$ cat config.mk
export PLATFORM = sky130hd
export DESIGN_NAME = pkrt_ram
export DESIGN_NICKNAME = d
export VERILOG_FILES = /design/src/sv/pkrt_ram.sv
export SDC_FILE = /design/constraint.sdc
export NUM_CORES = 1
export LEC_CHECK = 0
export ABC_AREA = 1
export ABC_CLOCK_PERIOD_IN_PS = 1700
export BUFFER_PORTS_ARGS = -buffer_cell sky130_fd_sc_hd__buf_2
export CORE_UTILIZATION = 45
export CTS_CLUSTER_DIAMETER = 120
export DETAILED_ROUTE_END_ITERATION = 12
export PLACE_DENSITY_LB_ADDON = 0.08
export RECOVER_POWER = 25
export SLEW_MARGIN = 20
export SYNTH_ARGS = -nofsm -noshare
export SYNTH_HDL_FRONTEND = slang
export SYNTH_SLANG_ARGS = --single-unit
$ cat constraint.sdc
create_clock -name clk -period 1.7 [get_ports clk]
set_input_delay 0.255 -clock clk [delete_from_list [all_inputs] [get_ports clk]]
set_output_delay 0.255 -clock clk [all_outputs]
set_load 0.005 [all_outputs]
$ cat src/sv/pkrt_ram.sv
// Generic single-write, single-read RAM with registered read data.
module pkrt_ram #(
    parameter int unsigned WIDTH = 8,
    parameter int unsigned DEPTH = 2
) (
    input  logic                     clk,
    input  logic                     we,
    input  logic [$clog2(DEPTH)-1:0] waddr,
    input  logic [WIDTH-1:0]         wdata,
    input  logic [$clog2(DEPTH)-1:0] raddr,
    output logic [WIDTH-1:0]         rdata
);

    logic [WIDTH-1:0] mem_reg [DEPTH];

    always_ff @(posedge clk)
    begin
        if (we)
        begin
            mem_reg[waddr] <= wdata;
        end
        rdata <= mem_reg[raddr];
    end

endmodule

==> impl_metrics.yaml <==
setup_path:
  rrSetupSlack_ps: 1110
  r2r_start: "mem_reg[0][3]$_DFFE_PP_"
  cpPeakStageDelay_ps: 320
  cp-end-kind: "primary output"
  worst-endpoint-arrival_ps: 730
  cp_data_required_time_ps: 1440
  path_max_fanout: 1
  crit_type: "register to primary output"
  rr_worst_depth: 2
  r2r_end: "rdata[3]$_DFF_P_"
  path_delay_family: "flip-flops"
  path_cells: "buf_2"
  critPathLaunchType: "register"
  critical_path_buf_inv_count: 1
  cpMaxStageDelayCell: "dfxtp_1"
logic_synthesis:
  synth.avg_cell_area_um2: 14.1
  yosys.area.top_type: "edfxtp_1"
  syn_nets: 66
  netlist_instances: 54
  synthDominantCellAreaShare_pct: 63.2
  synth_warnings: 0
  synth_area_um2: 761
  synth.area.top_cells: "edfxtp_1 63%, dfxtp_1 21%, nand2_1 12%"
  synth_cell_types: 7
  synth-seq-cells: 24
  ys_seq_area_share_pct: 84.2
grt:
  antenna_found_initial: 0
  grt_max_degree: 14
  grtUsageMet2_pct: 18.2
  grt_pass1_vias: 363
  use_met3_pct: 8.09
  use_met1_pct: 11.6
  grt.overflow.total: 0
  grt_usage_pct: 11.4
  top_usage_layer: "met2"
  grt_first_pass_wirelength_um: 1440
floorplan:
  design.core.area_um2: 1540
  die_y_um: 43.1
  dieWidth_um: 43.1
  row_count: 14
  start_util_pct: 49.4
  ios: 20
  die_area_um2: 1860
sta:
  setup_viol: 0
  rsz0062_at_grt: "false"
  fmax_mhz: 1010
  drv_slew: 0
  finalSetupTns_ps: 0
  slew_headroom_pct: 80.9
  worst_slew_pin_slew_ps: 287
  period_needed_ps: 989
  min_period_over_period_pct: 58.2
  whs_ps: 138
  worst_clock_skew_ps: 7.20
  hold_viol_final: 0
routing:
  drt_pass1_iterations: 2
  drtIter0Drc: 3
  ant_nets: 0
  routed_wl_um: 941
  viasPerCell: 4.58
  drc: 0
  num_vias: 426
  avgRoutedWirePerCell_um: 10.1
power:
  p_total_mw: 1.02
  leakage_nw: 0.407
  p_per_area_nw_per_um2: 1130
  ir_worst_vdd_mv: 0.758
clock_tree:
  clockBufferDepth: 2
  cts_hold_buf: 0
  postCtsSetupRepairBufs: 0
  cts_resized: 0
  clkTransAtPathRegs_ps: 120
  cts_tree: "yes"
  root_buffer: "clkbuf_4"
  clock-sinks: 24
  cts_buffers: 3
  cts_max_level: 1
  clock_latency_ps: 300
place:
  routabilityCongestion: 0.649
  dp.cells: 89
  port_buffers: 19
  dp_hpwl_um: 669
layout:
  diodes: 0
  layout-drive-gt1-share_pct: 29.9
  largest_register_ffs: 16
  area_growth_pct: 19.1
  fin_cells: 93
  final_nets: 90
flow_run:
  drv_cap: 0
outcome:
  status: "finished, final reports clean"
worst_hold_path:
  hold_depth: 1
  hp-class: "input pin to register"
  hold_end: "mem_reg[0][6]$_DFFE_PP_"
  hold_path_startpoint: "wdata[6]"
==> through the flow <==
step / util [%] / area, um2 / worst slack (ps)
6_report: 58.8 / 906 / 711
4_1_cts: 58.9 / 908 / 695
3_5_place_dp: 56.6 / 872 / 751
5_1_grt: 58.8 / 906 / 652
3_3_place_gp: 56.6 / 872 / 761
2_1_floorplan: - / 761 / 685
==> worst max-delay path by stage <==
stage | start | to | slack (ps) | depth (start not counted)
finish | rdata[2]$_DFF_P_ | rdata[2] | 710 | 1
global route | rdata[5]$_DFF_P_ | rdata[5] | 650 | 1
CTS | rdata[2]$_DFF_P_ | rdata[2] | 700 | 1
detailed placement | waddr | mem_reg[1][1]$_DFFE_PP_ | 750 | 3
global placement | waddr | mem_reg[1][1]$_DFFE_PP_ | 760 | 3
floorplan | we | mem_reg[0][0]$_DFFE_PP_ | 690 | 2
==> Yosys cell counts, drive strengths merged <==
library cell and instances:
dfxtp 8, nand2 25, nor2 1, buf 1
edfxtp 16, inv 3
==> area by class of cell <==
cell class	count	area [um2]
Tap cell	16	20.0
Inverter	3	11.3
Fill cell	131	636
Multi-Input combinational cell	26	97.6
Timing Repair Buffer	20	100
Sequential cell	24	641
Clock buffer	4	36.3
==> layout by cell type (no fill, tap or decap) <==
master    synthesis  final
dfxtp_1           8      8
inv_2             1      1
edfxtp_1         16     16
inv_1             2      2
nand2_1          25     25
clkbuf_1          0      2
clkbuf_8          0      1
buf_4             0      1
clkbuf_4          0      3
nor2_1            1      1
buf_2             0     17
==> where the power goes <==
part,switching [mW],internal (mW),total [mW]
logic,0.0348,0.0290,0.0638
clock network,0.149,0.131,0.279
registers,0.00887,0.667,0.676
total,0.192,0.827,1.02
==> routing by layer <==
layer  wire length (um)  vias to the layer above
met5                  0                        -
met4                  0                        0
met3                 73                        0
met2                479                       15
met1                389                      190
li1                   -                      221
==> cells by family after synthesis <==
group	synth area share (%)
AND/OR/NAND/NOR	12.8
flip-flops	84.2
buffers and inverters	2.96
(Power assumes the default switching activity.)
