File: src/sv/pkrt_pkg.sv
// Shared constants, types and codes of the per-point range tracker.
package pkrt_pkg;

    localparam int unsigned POINTS      = 1024;
    localparam int unsigned IDX_W       = 10;
    localparam int unsigned VAL_W       = 64;
    localparam int unsigned CNT_W       = 32;
    localparam int unsigned ADDR_W      = $clog2(POINTS);
    localparam int unsigned QUEUE_DEPTH = 2;
    localparam int unsigned QPTR_W      = (QUEUE_DEPTH > 1) ? $clog2(QUEUE_DEPTH) : 1;
    localparam int unsigned QCNT_W      = $clog2(QUEUE_DEPTH + 1);

    // bound_moved codes
    localparam logic [1:0] MOVE_NONE = 2'd0;
    localparam logic [1:0] MOVE_MIN  = 2'd1;
    localparam logic [1:0] MOVE_MAX  = 2'd2;

    // one stored entry; an all-zero word is an empty entry
    typedef struct packed {
        logic             valid;
        logic [VAL_W-1:0] min_v;
        logic [VAL_W-1:0] max_v;
        logic [CNT_W-1:0] seen;
        logic [CNT_W-1:0] moves;
        logic [VAL_W-1:0] total;
    } entry_t;

    // classified item as it waits between front and back
    typedef struct packed {
        logic              in_range;
        logic [ADDR_W-1:0] addr;
        logic [VAL_W-1:0]  value;
        logic              sgn;
    } q_item_t;

    typedef struct packed {
        logic    valid;
        q_item_t item;
    } front_stat_t;

    typedef struct packed {
        logic pop;
        logic clearing;
    } back_stat_t;

    typedef struct packed {
        logic             created;
        logic [1:0]       bound_moved;
        logic [VAL_W-1:0] min_value;
        logic [VAL_W-1:0] max_value;
        logic [CNT_W-1:0] exec_count;
        logic [CNT_W-1:0] update_count;
        logic [VAL_W-1:0] change_total;
    } res_t;

endpackage

File: src/sv/pkrt_res_if.sv
// Result channel: valid/ready handshake with the updated entry fields.
interface pkrt_res_if import pkrt_pkg::*; ();
    logic             valid;
    logic             ready;
    logic             created;
    logic [1:0]       bound_moved;
    logic [VAL_W-1:0] min_value;
    logic [VAL_W-1:0] max_value;
    logic [CNT_W-1:0] exec_count;
    logic [CNT_W-1:0] update_count;
    logic [VAL_W-1:0] change_total;

    modport source (output valid, output created, output bound_moved,
                    output min_value, output max_value, output exec_count,
                    output update_count, output change_total, input ready);
    modport sink   (input valid, input created, input bound_moved,
                    input min_value, input max_value, input exec_count,
                    input update_count, input change_total, output ready);
endinterface

File: src/sv/pkrt_back.sv
// Back end: clear the entry store, then read, compare and write back each item.
module pkrt_back import pkrt_pkg::*; (
    input  logic              clk,
    input  logic              rst_n,
    input  front_stat_t       fstat,
    output back_stat_t        bstat,
    output logic              ram_we,
    output logic [ADDR_W-1:0] ram_waddr,
    output entry_t            ram_wdata,
    output logic [ADDR_W-1:0] ram_raddr,
    input  entry_t            ram_rdata,
    pkrt_res_if.source        res
);

    typedef enum logic [3:0] {
        B_CLEAR = 4'b0001,
        B_IDLE  = 4'b0010,
        B_CALC  = 4'b0100,
        B_WRITE = 4'b1000
    } back_state_t;

    back_state_t       state_reg, state_next;
    logic [ADDR_W-1:0] clr_cnt_reg, clr_cnt_next;
    q_item_t           cur_reg, cur_next;
    entry_t            ent_reg, ent_next;
    logic              lt_min_reg, lt_min_next;
    logic              gt_max_reg, gt_max_next;
    logic [VAL_W-1:0]  dist_reg, dist_next;
    logic              out_valid_reg, out_valid_next;
    res_t              res_reg, res_next;
    entry_t            upd_ent;
    res_t              upd_res;
    logic              out_free;

    function automatic logic less64(input logic [VAL_W-1:0] a,
                                    input logic [VAL_W-1:0] b,
                                    input logic             sgn);
        logic [VAL_W-1:0] fa;
        logic [VAL_W-1:0] fb;
        fa = a ^ {sgn, {(VAL_W-1){1'b0}}};
        fb = b ^ {sgn, {(VAL_W-1){1'b0}}};
        return fa < fb;
    endfunction

    assign out_free = !out_valid_reg || res.ready;

    // updated entry and result from the registered compare
    always_comb
    begin
        upd_ent             = ent_reg;
        upd_res             = '0;
        upd_res.bound_moved = MOVE_NONE;
        if (!ent_reg.valid)
        begin
            upd_ent.valid   = 1'b1;
            upd_ent.min_v   = cur_reg.value;
            upd_ent.max_v   = cur_reg.value;
            upd_ent.seen    = CNT_W'(1);
            upd_ent.moves   = '0;
            upd_ent.total   = '0;
            upd_res.created = 1'b1;
        end
        else
        begin
            upd_ent.seen = ent_reg.seen + 1'b1;
            if (lt_min_reg)
            begin
                upd_ent.total       = ent_reg.total + dist_reg;
                upd_ent.moves       = ent_reg.moves + 1'b1;
                upd_ent.min_v       = cur_reg.value;
                upd_res.bound_moved = MOVE_MIN;
            end
            else if (gt_max_reg)
            begin
                upd_ent.total       = ent_reg.total + dist_reg;
                upd_ent.moves       = ent_reg.moves + 1'b1;
                upd_ent.max_v       = cur_reg.value;
                upd_res.bound_moved = MOVE_MAX;
            end
        end
        upd_res.min_value    = upd_ent.min_v;
        upd_res.max_value    = upd_ent.max_v;
        upd_res.exec_count   = upd_ent.seen;
        upd_res.update_count = upd_ent.moves;
        upd_res.change_total = upd_ent.total;
        // an index beyond the store reports all zero
        if (!cur_reg.in_range)
        begin
            upd_res = '0;
        end
    end

    always_comb
    begin
        state_next     = state_reg;
        clr_cnt_next   = clr_cnt_reg;
        cur_next       = cur_reg;
        ent_next       = ent_reg;
        lt_min_next    = lt_min_reg;
        gt_max_next    = gt_max_reg;
        dist_next      = dist_reg;
        out_valid_next = out_valid_reg && !res.ready;
        res_next       = res_reg;
        ram_we         = 1'b0;
        ram_waddr      = cur_reg.addr;
        ram_wdata      = upd_ent;
        ram_raddr      = fstat.item.addr;
        bstat.pop      = 1'b0;
        bstat.clearing = (state_reg == B_CLEAR);
        case (state_reg)
            B_CLEAR:
            begin
                ram_we       = 1'b1;
                ram_waddr    = clr_cnt_reg;
                ram_wdata    = '0;
                clr_cnt_next = clr_cnt_reg + 1'b1;
                if (clr_cnt_reg == ADDR_W'(POINTS - 1))
                begin
                    state_next = B_IDLE;
                end
            end
            B_IDLE:
            begin
                if (fstat.valid)
                begin
                    bstat.pop  = 1'b1;
                    cur_next   = fstat.item;
                    state_next = B_CALC;
                end
            end
            B_CALC:
            begin
                ent_next    = ram_rdata;
                lt_min_next = less64(cur_reg.value, ram_rdata.min_v, cur_reg.sgn);
                gt_max_next = less64(ram_rdata.max_v, cur_reg.value, cur_reg.sgn);
                if (less64(cur_reg.value, ram_rdata.min_v, cur_reg.sgn))
                begin
                    dist_next = ram_rdata.min_v - cur_reg.value;
                end
                else
                begin
                    dist_next = cur_reg.value - ram_rdata.max_v;
                end
                state_next = B_WRITE;
            end
            B_WRITE:
            begin
                // hold until the output register is free
                if (out_free)
                begin
                    ram_we         = cur_reg.in_range;
                    out_valid_next = 1'b1;
                    res_next       = upd_res;
                    state_next     = B_IDLE;
                end
            end
            default:
            begin
                state_next = B_CLEAR;
            end
        endcase
    end

    always_ff @(posedge clk or negedge rst_n)
    begin
        if (!rst_n)
        begin
            state_reg     <= B_CLEAR;
            clr_cnt_reg   <= '0;
            out_valid_reg <= 1'b0;
        end
        else
        begin
            state_reg     <= state_next;
            clr_cnt_reg   <= clr_cnt_next;
            out_valid_reg <= out_valid_next;
        end
    end

    always_ff @(posedge clk)
    begin
        cur_reg    <= cur_next;
        ent_reg    <= ent_next;
        lt_min_reg <= lt_min_next;
        gt_max_reg <= gt_max_next;
        dist_reg   <= dist_next;
        res_reg    <= res_next;
    end

    assign res.valid        = out_valid_reg;
    assign res.created      = res_reg.created;
    assign res.bound_moved  = res_reg.bound_moved;
    assign res.min_value    = res_reg.min_value;
    assign res.max_value    = res_reg.max_value;
    assign res.exec_count   = res_reg.exec_count;
    assign res.update_count = res_reg.update_count;
    assign res.change_total = res_reg.change_total;

endmodule

File: src/flat_wrapper.sv
// flat-port wrapper written by rule: the top's interface ports become plain ports
module pkrt_back_flat import pkrt_pkg::*;
  (clk, rst_n, fstat, bstat, ram_we, ram_waddr, ram_wdata, ram_raddr, ram_rdata, res_valid, res_created, res_bound_moved, res_min_value, res_max_value, res_exec_count, res_update_count, res_change_total, res_ready);
  pkrt_res_if res_i ();
  input  logic clk;
  input  logic rst_n;
  input  front_stat_t fstat;
  output back_stat_t bstat;
  output logic ram_we;
  output logic [ADDR_W-1:0] ram_waddr;
  output entry_t ram_wdata;
  output logic [ADDR_W-1:0] ram_raddr;
  input  entry_t ram_rdata;
  output wire logic [$bits(res_i.valid)-1:0] res_valid;
  output wire logic [$bits(res_i.created)-1:0] res_created;
  output wire logic [$bits(res_i.bound_moved)-1:0] res_bound_moved;
  output wire logic [$bits(res_i.min_value)-1:0] res_min_value;
  output wire logic [$bits(res_i.max_value)-1:0] res_max_value;
  output wire logic [$bits(res_i.exec_count)-1:0] res_exec_count;
  output wire logic [$bits(res_i.update_count)-1:0] res_update_count;
  output wire logic [$bits(res_i.change_total)-1:0] res_change_total;
  input wire logic [$bits(res_i.ready)-1:0] res_ready;
  assign res_valid = res_i.valid;
  assign res_created = res_i.created;
  assign res_bound_moved = res_i.bound_moved;
  assign res_min_value = res_i.min_value;
  assign res_max_value = res_i.max_value;
  assign res_exec_count = res_i.exec_count;
  assign res_update_count = res_i.update_count;
  assign res_change_total = res_i.change_total;
  assign res_i.ready = res_ready;
  pkrt_back u_core (.clk(clk), .rst_n(rst_n), .fstat(fstat), .bstat(bstat), .ram_we(ram_we), .ram_waddr(ram_waddr), .ram_wdata(ram_wdata), .ram_raddr(ram_raddr), .ram_rdata(ram_rdata), .res(res_i));
endmodule
File: config.mk
export PLATFORM = sky130hd
export DESIGN_NAME = pkrt_back_flat
export DESIGN_NICKNAME = d
export VERILOG_FILES = /design/src/sv/pkrt_pkg.sv /design/src/sv/pkrt_res_if.sv /design/src/sv/pkrt_back.sv /design/src/flat_wrapper.sv
export SDC_FILE = /design/constraint.sdc
export NUM_CORES = 2
export LEC_CHECK = 0
export ABC_AREA = 0
export BUFFER_PORTS_ARGS = -buffer_cell sky130_fd_sc_hd__clkbuf_2
export CORE_AREA = 10 10 333 335
export CTS_CLUSTER_DIAMETER = 40
export DETAILED_ROUTE_END_ITERATION = 12
export DIE_AREA = 0 0 343 345
export PLACE_DENSITY = 0.61
export SLEW_MARGIN = 15
export SYNTH_ARGS = -nofsm -noshare
export SYNTH_HDL_FRONTEND = slang
export SYNTH_SLANG_ARGS = --single-unit
File: constraint.sdc
create_clock -name clk -period 27.8 [get_ports clk]
set_input_delay 1.39 -clock clk [delete_from_list [all_inputs] [get_ports clk]]
set_output_delay 1.39 -clock clk [all_outputs]
set_load 0.02 [all_outputs]
==> impl_metrics.xml <==
<?xml version="1.0" encoding="UTF-8"?>
<metrics>
  <group name="grt">
    <metric name="globalRoute.totalOverflow" unit="">0</metric>
    <metric name="grt_usage" unit="%">25.89</metric>
    <metric name="global_route.usage.met3" unit="%">6.107</metric>
    <metric name="met2_usage" unit="%">43.53</metric>
    <metric name="grt_pass1_wl" unit="µm">232300</metric>
    <metric name="initial_antenna_violation_count" unit="">37</metric>
    <metric name="grt_pass1_vias" unit="">35086</metric>
    <metric name="top_usage_layer" unit="">met2</metric>
    <metric name="fraction_of_met1_tracks_used_by_global_routing" unit="%">32.28</metric>
    <metric name="grt_max_degree" unit="">139</metric>
  </group>
  <group name="place">
    <metric name="place_ws" unit="ns">22.13</metric>
    <metric name="dpl.hpwl" unit="µm">127400</metric>
    <metric name="post-place-cells" unit="">6233</metric>
    <metric name="dpl_cell_area" unit="mm²">0.04717</metric>
    <metric name="global_placer_s_final_weighted_congestion" unit="">0.9846</metric>
    <metric name="port_buffer_count" unit="">876</metric>
  </group>
  <group name="setup_path">
    <metric name="setup.worst_path.class" unit="">register to primary output</metric>
    <metric name="crit_path_end_kind" unit="">primary output</metric>
    <metric name="worst_r2r_startpoint" unit="">u_core.cur_reg[3]</metric>
    <metric name="timing.critical_path.fanout_max" unit="">3</metric>
    <metric name="timing.critical_path.slowest_stage_cell" unit="">a2111oi_2</metric>
    <metric name="timing.critical_path.required" unit="ns">26.41</metric>
    <metric name="setup.worst_path.start" unit="">u_core.ent_reg[0]</metric>
    <metric name="timing.critical_path.arrival" unit="ns">5.04</metric>
    <metric name="timing.critical_path.slowest_cell_delay" unit="ns">0.68</metric>
    <metric name="cp_num_buf_inv" unit="">2</metric>
    <metric name="setup.worst_path.start_class" unit="">register</metric>
    <metric name="worstPathCellList" unit="">ha_1 -&gt; inv_1 -&gt; fa_1 -&gt; nor2b_1 -&gt; o2111ai_1 -&gt; a211oi_2 -&gt; o2111ai_1 -&gt; a2111oi_2 -&gt; o21ai_1 -&gt; a211oi_1 -&gt; o22ai_1 -&gt; xor2_1 -&gt; a211oi_1 -&gt; clkbuf_2</metric>
    <metric name="cp_top_family" unit="">compound AO/OA/AOI/OAI gates</metric>
  </group>
  <group name="final_layout">
    <metric name="flow.area_growth_from_synthesis" unit="%">23.40</metric>
    <metric name="layout.nets" unit="">5618</metric>
    <metric name="finalInstanceArea" unit="mm²">0.05137</metric>
    <metric name="final_common_cell" unit="">clkbuf_2</metric>
    <metric name="final_cell_count_no_fill" unit="">6466</metric>
    <metric name="final_core_utilization" unit="%">49.22</metric>
    <metric name="most-common-layout-cells" unit="">876 x clkbuf_2, 672 x nor2_1, 658 x edfxtp_1</metric>
    <metric name="post_route_cells_drive_above_1_share" unit="%">23.04</metric>
    <metric name="nFillCells" unit="">9786</metric>
    <metric name="flip_flop_count_of_the_largest_register_after_layout" unit="">257</metric>
  </group>
  <group name="cts">
    <metric name="cts_repair_resize_count" unit="">0</metric>
    <metric name="cts_buffers" unit="">116</metric>
    <metric name="clk_latency" unit="ns">0.72</metric>
    <metric name="cts_hold_repair.buffers" unit="">0</metric>
    <metric name="clock_path_buffers" unit="">3</metric>
    <metric name="cts.htree.levels" unit="">3</metric>
    <metric name="cts_post_setup_buffers_inserted" unit="">0</metric>
    <metric name="cts_sinks" unit="">673</metric>
    <metric name="cts_tree" unit="">done</metric>
    <metric name="reg_clk_slew_reported_paths" unit="ns">0.06</metric>
    <metric name="clk_root_buffer_cell" unit="">clkbuf_16</metric>
  </group>
  <group name="synthesis">
    <metric name="synth-edff-count" unit="">658</metric>
    <metric name="ys_ff_latch" unit="">673</metric>
    <metric name="synth-async-reset-ratio" unit="%">2.229</metric>
    <metric name="ys.flop_type" unit="">edfxtp_1</metric>
    <metric name="synth-warning-count" unit="">0</metric>
    <metric name="ys_types" unit="">91</metric>
    <metric name="synthesis.instances" unit="">4162</metric>
    <metric name="syn_area_per_cell" unit="µm²">10.00</metric>
    <metric name="synth_nets" unit="">4820</metric>
    <metric name="synth_area" unit="mm²">0.04163</metric>
    <metric name="ys_seq_area_share" unit="%">48.37</metric>
  </group>
  <group name="pwr">
    <metric name="power.total" unit="mW">2.836</metric>
    <metric name="irDropWorstVdd" unit="V">0.00004802</metric>
    <metric name="power_per_cell_area" unit="mW/mm²">55.22</metric>
    <metric name="power.leakage" unit="nW">22.47</metric>
  </group>
  <group name="sta">
    <metric name="timing.final.max_slew_violations" unit="">0</metric>
    <metric name="post-route-worst-setup-slack" unit="ns">21.37</metric>
    <metric name="totalNegativeSetupSlack" unit="ns">0</metric>
    <metric name="timing.final.crit_period" unit="ns">6.432</metric>
    <metric name="rsz0062_at_grt" unit="">false</metric>
    <metric name="max-slew-margin-rel" unit="%">28.12</metric>
    <metric name="worst_hold_margin" unit="ns">0.5037</metric>
    <metric name="layout_worst_path_cycle_share" unit="%">23.13</metric>
    <metric name="transition_time_at_the_pin_with_the_least_slew_margin" unit="ns">1.067</metric>
    <metric name="maximum_clock_frequency" unit="GHz">0.1555</metric>
    <metric name="setup_viol" unit="">0</metric>
    <metric name="final.setup_skew" unit="ns">0.02894</metric>
    <metric name="finalHoldViolations" unit="">0</metric>
  </group>
  <group name="floorplanning">
    <metric name="die-height" unit="µm">345</metric>
    <metric name="die_ar" unit="mm²">0.1183</metric>
    <metric name="floorplan.die.width" unit="µm">343</metric>
    <metric name="start_util" unit="%">39.88</metric>
    <metric name="core-area" unit="mm²">0.1044</metric>
    <metric name="pin_count" unit="">877</metric>
    <metric name="row_count" unit="">119</metric>
  </group>
  <group name="min_path">
    <metric name="hold_path_class" unit="">register to register</metric>
    <metric name="holdCritStartpoint" unit="">u_core.state_reg[2]</metric>
  </group>
  <group name="route">
    <metric name="route.antenna.remaining_nets" unit="">0</metric>
    <metric name="vias_per_cell" unit="">5.415</metric>
    <metric name="drt_first_pass_iters" unit="">5</metric>
    <metric name="final_routed_wirelength" unit="µm">159300</metric>
    <metric name="route.vias.total" unit="">35013</metric>
    <metric name="drt-wirelength-per-cell" unit="µm">24.64</metric>
    <metric name="1st_iter_drt_viols" unit="">2397</metric>
    <metric name="detail_route.drc_violations" unit="">0</metric>
  </group>
  <group name="run_status">
    <metric name="status" unit="">finished, final reports clean</metric>
  </group>
  <group name="job">
    <metric name="max-cap-violations" unit="">0</metric>
  </group>
</metrics>
[where the power goes]
| part | switching, mW | internal [mW] |
|---|---|---|
| logic | 0.125 | 0.0794 |
| clock network | 0.575 | 0.935 |
| registers | 0.00743 | 1.11 |
[metal layers]
| layer | wire length [µm] | vias up |
|---|---|---|
| li1 | - | 16520 |
| met2 | 76270 | 1375 |
| met1 | 64940 | 16804 |
| met4 | 5018 | 32 |
| met3 | 12870 | 282 |
| met5 | 240 | - |
[worst paths after layout]
check | endpoint | slack (ns) | cells past startpoint
hold / removal | u_core.state_reg[1] | 0.50 | 1
max in group asynchronous | u_core.state_reg[0] | 26.88 | 1
setup / recovery | ram_wdata[60] | 21.37 | 14
setup reg to reg | u_core.dist_reg[60] | 23.31 | 11
hold reg to reg | u_core.state_reg[1] | 0.50 | 1
min in group asynchronous | u_core.clr_cnt_reg[7] | 0.59 | 1
[cells by family (layout without fill, tap and decap cells)]
kind of cell | Yosys count | count (layout) | share of synthesized area (%)
AO/OA/AOI/OAI | 928 | 928 | 14.20
other | 0 | 15 | 0
buffers and inverters | 476 | 1374 | 4.439
flip-flops | 673 | 673 | 48.37
XOR/XNOR | 245 | 245 | 5.155
AND/OR/NAND/NOR | 1357 | 1357 | 14.24
adder cells (fa/ha/maj) | 321 | 321 | 9.702
multiplexers | 162 | 162 | 3.901
[worst register-to-register path, cell delays in order (launching register included)]
cell and delay, ns:
edfxtp_1 0.49, ha_1 0.38, nor2b_1 0.18, o2111ai_1 0.29
a21oi_1 0.16, o21ai_0 0.74, nand2_1 0.33, a31oi_1 0.60
o22a_1 0.43, o211ai_1 0.14, nor3b_1 0.15, or3_1 0.33
[cell usage after synthesis (14+ instances only)]
master	n	area, µm²
mux2i_1	160	1602
nand2b_1	25	156.4
nor3_1	40	200.2
nor2b_1	22	137.6
inv_1	253	949.7
edfxtp_1	658	19760
o211ai_1	21	157.7
a211oi_1	39	292.8
dfrtp_1	14	350.3
o31ai_1	14	105.1
a21o_1	125	938.4
o21ai_0	177	885.9
a21oi_1	318	1592
clkbuf_1	180	675.7
xnor2_1	147	1287
and2_1	16	100.1
buf_2	19	95.09
nand2_1	329	1235
a31oi_1	37	231.5
ha_1	318	3979
xor2_1	98	858.3
and3_1	30	187.7
o21bai_1	45	337.8
nand3_1	60	300.3
o21a_1	19	142.6
nand4_1	98	613.1
nor2_1	674	2530
[cell type report]
cell class	instances	area, µm²	area share, %
clock inverter	96	1216	2.368
timing repair buffer	902	4604	8.964
tap	1391	1740	3.388
inverter	254	963.4	1.876
antenna	15	37.54	0.07307
clock buffer	122	2947	5.736
sequential	673	20140	39.20
multi-input combinational	3013	19720	38.40
Note: power is estimated with default switching activity, not from simulation.
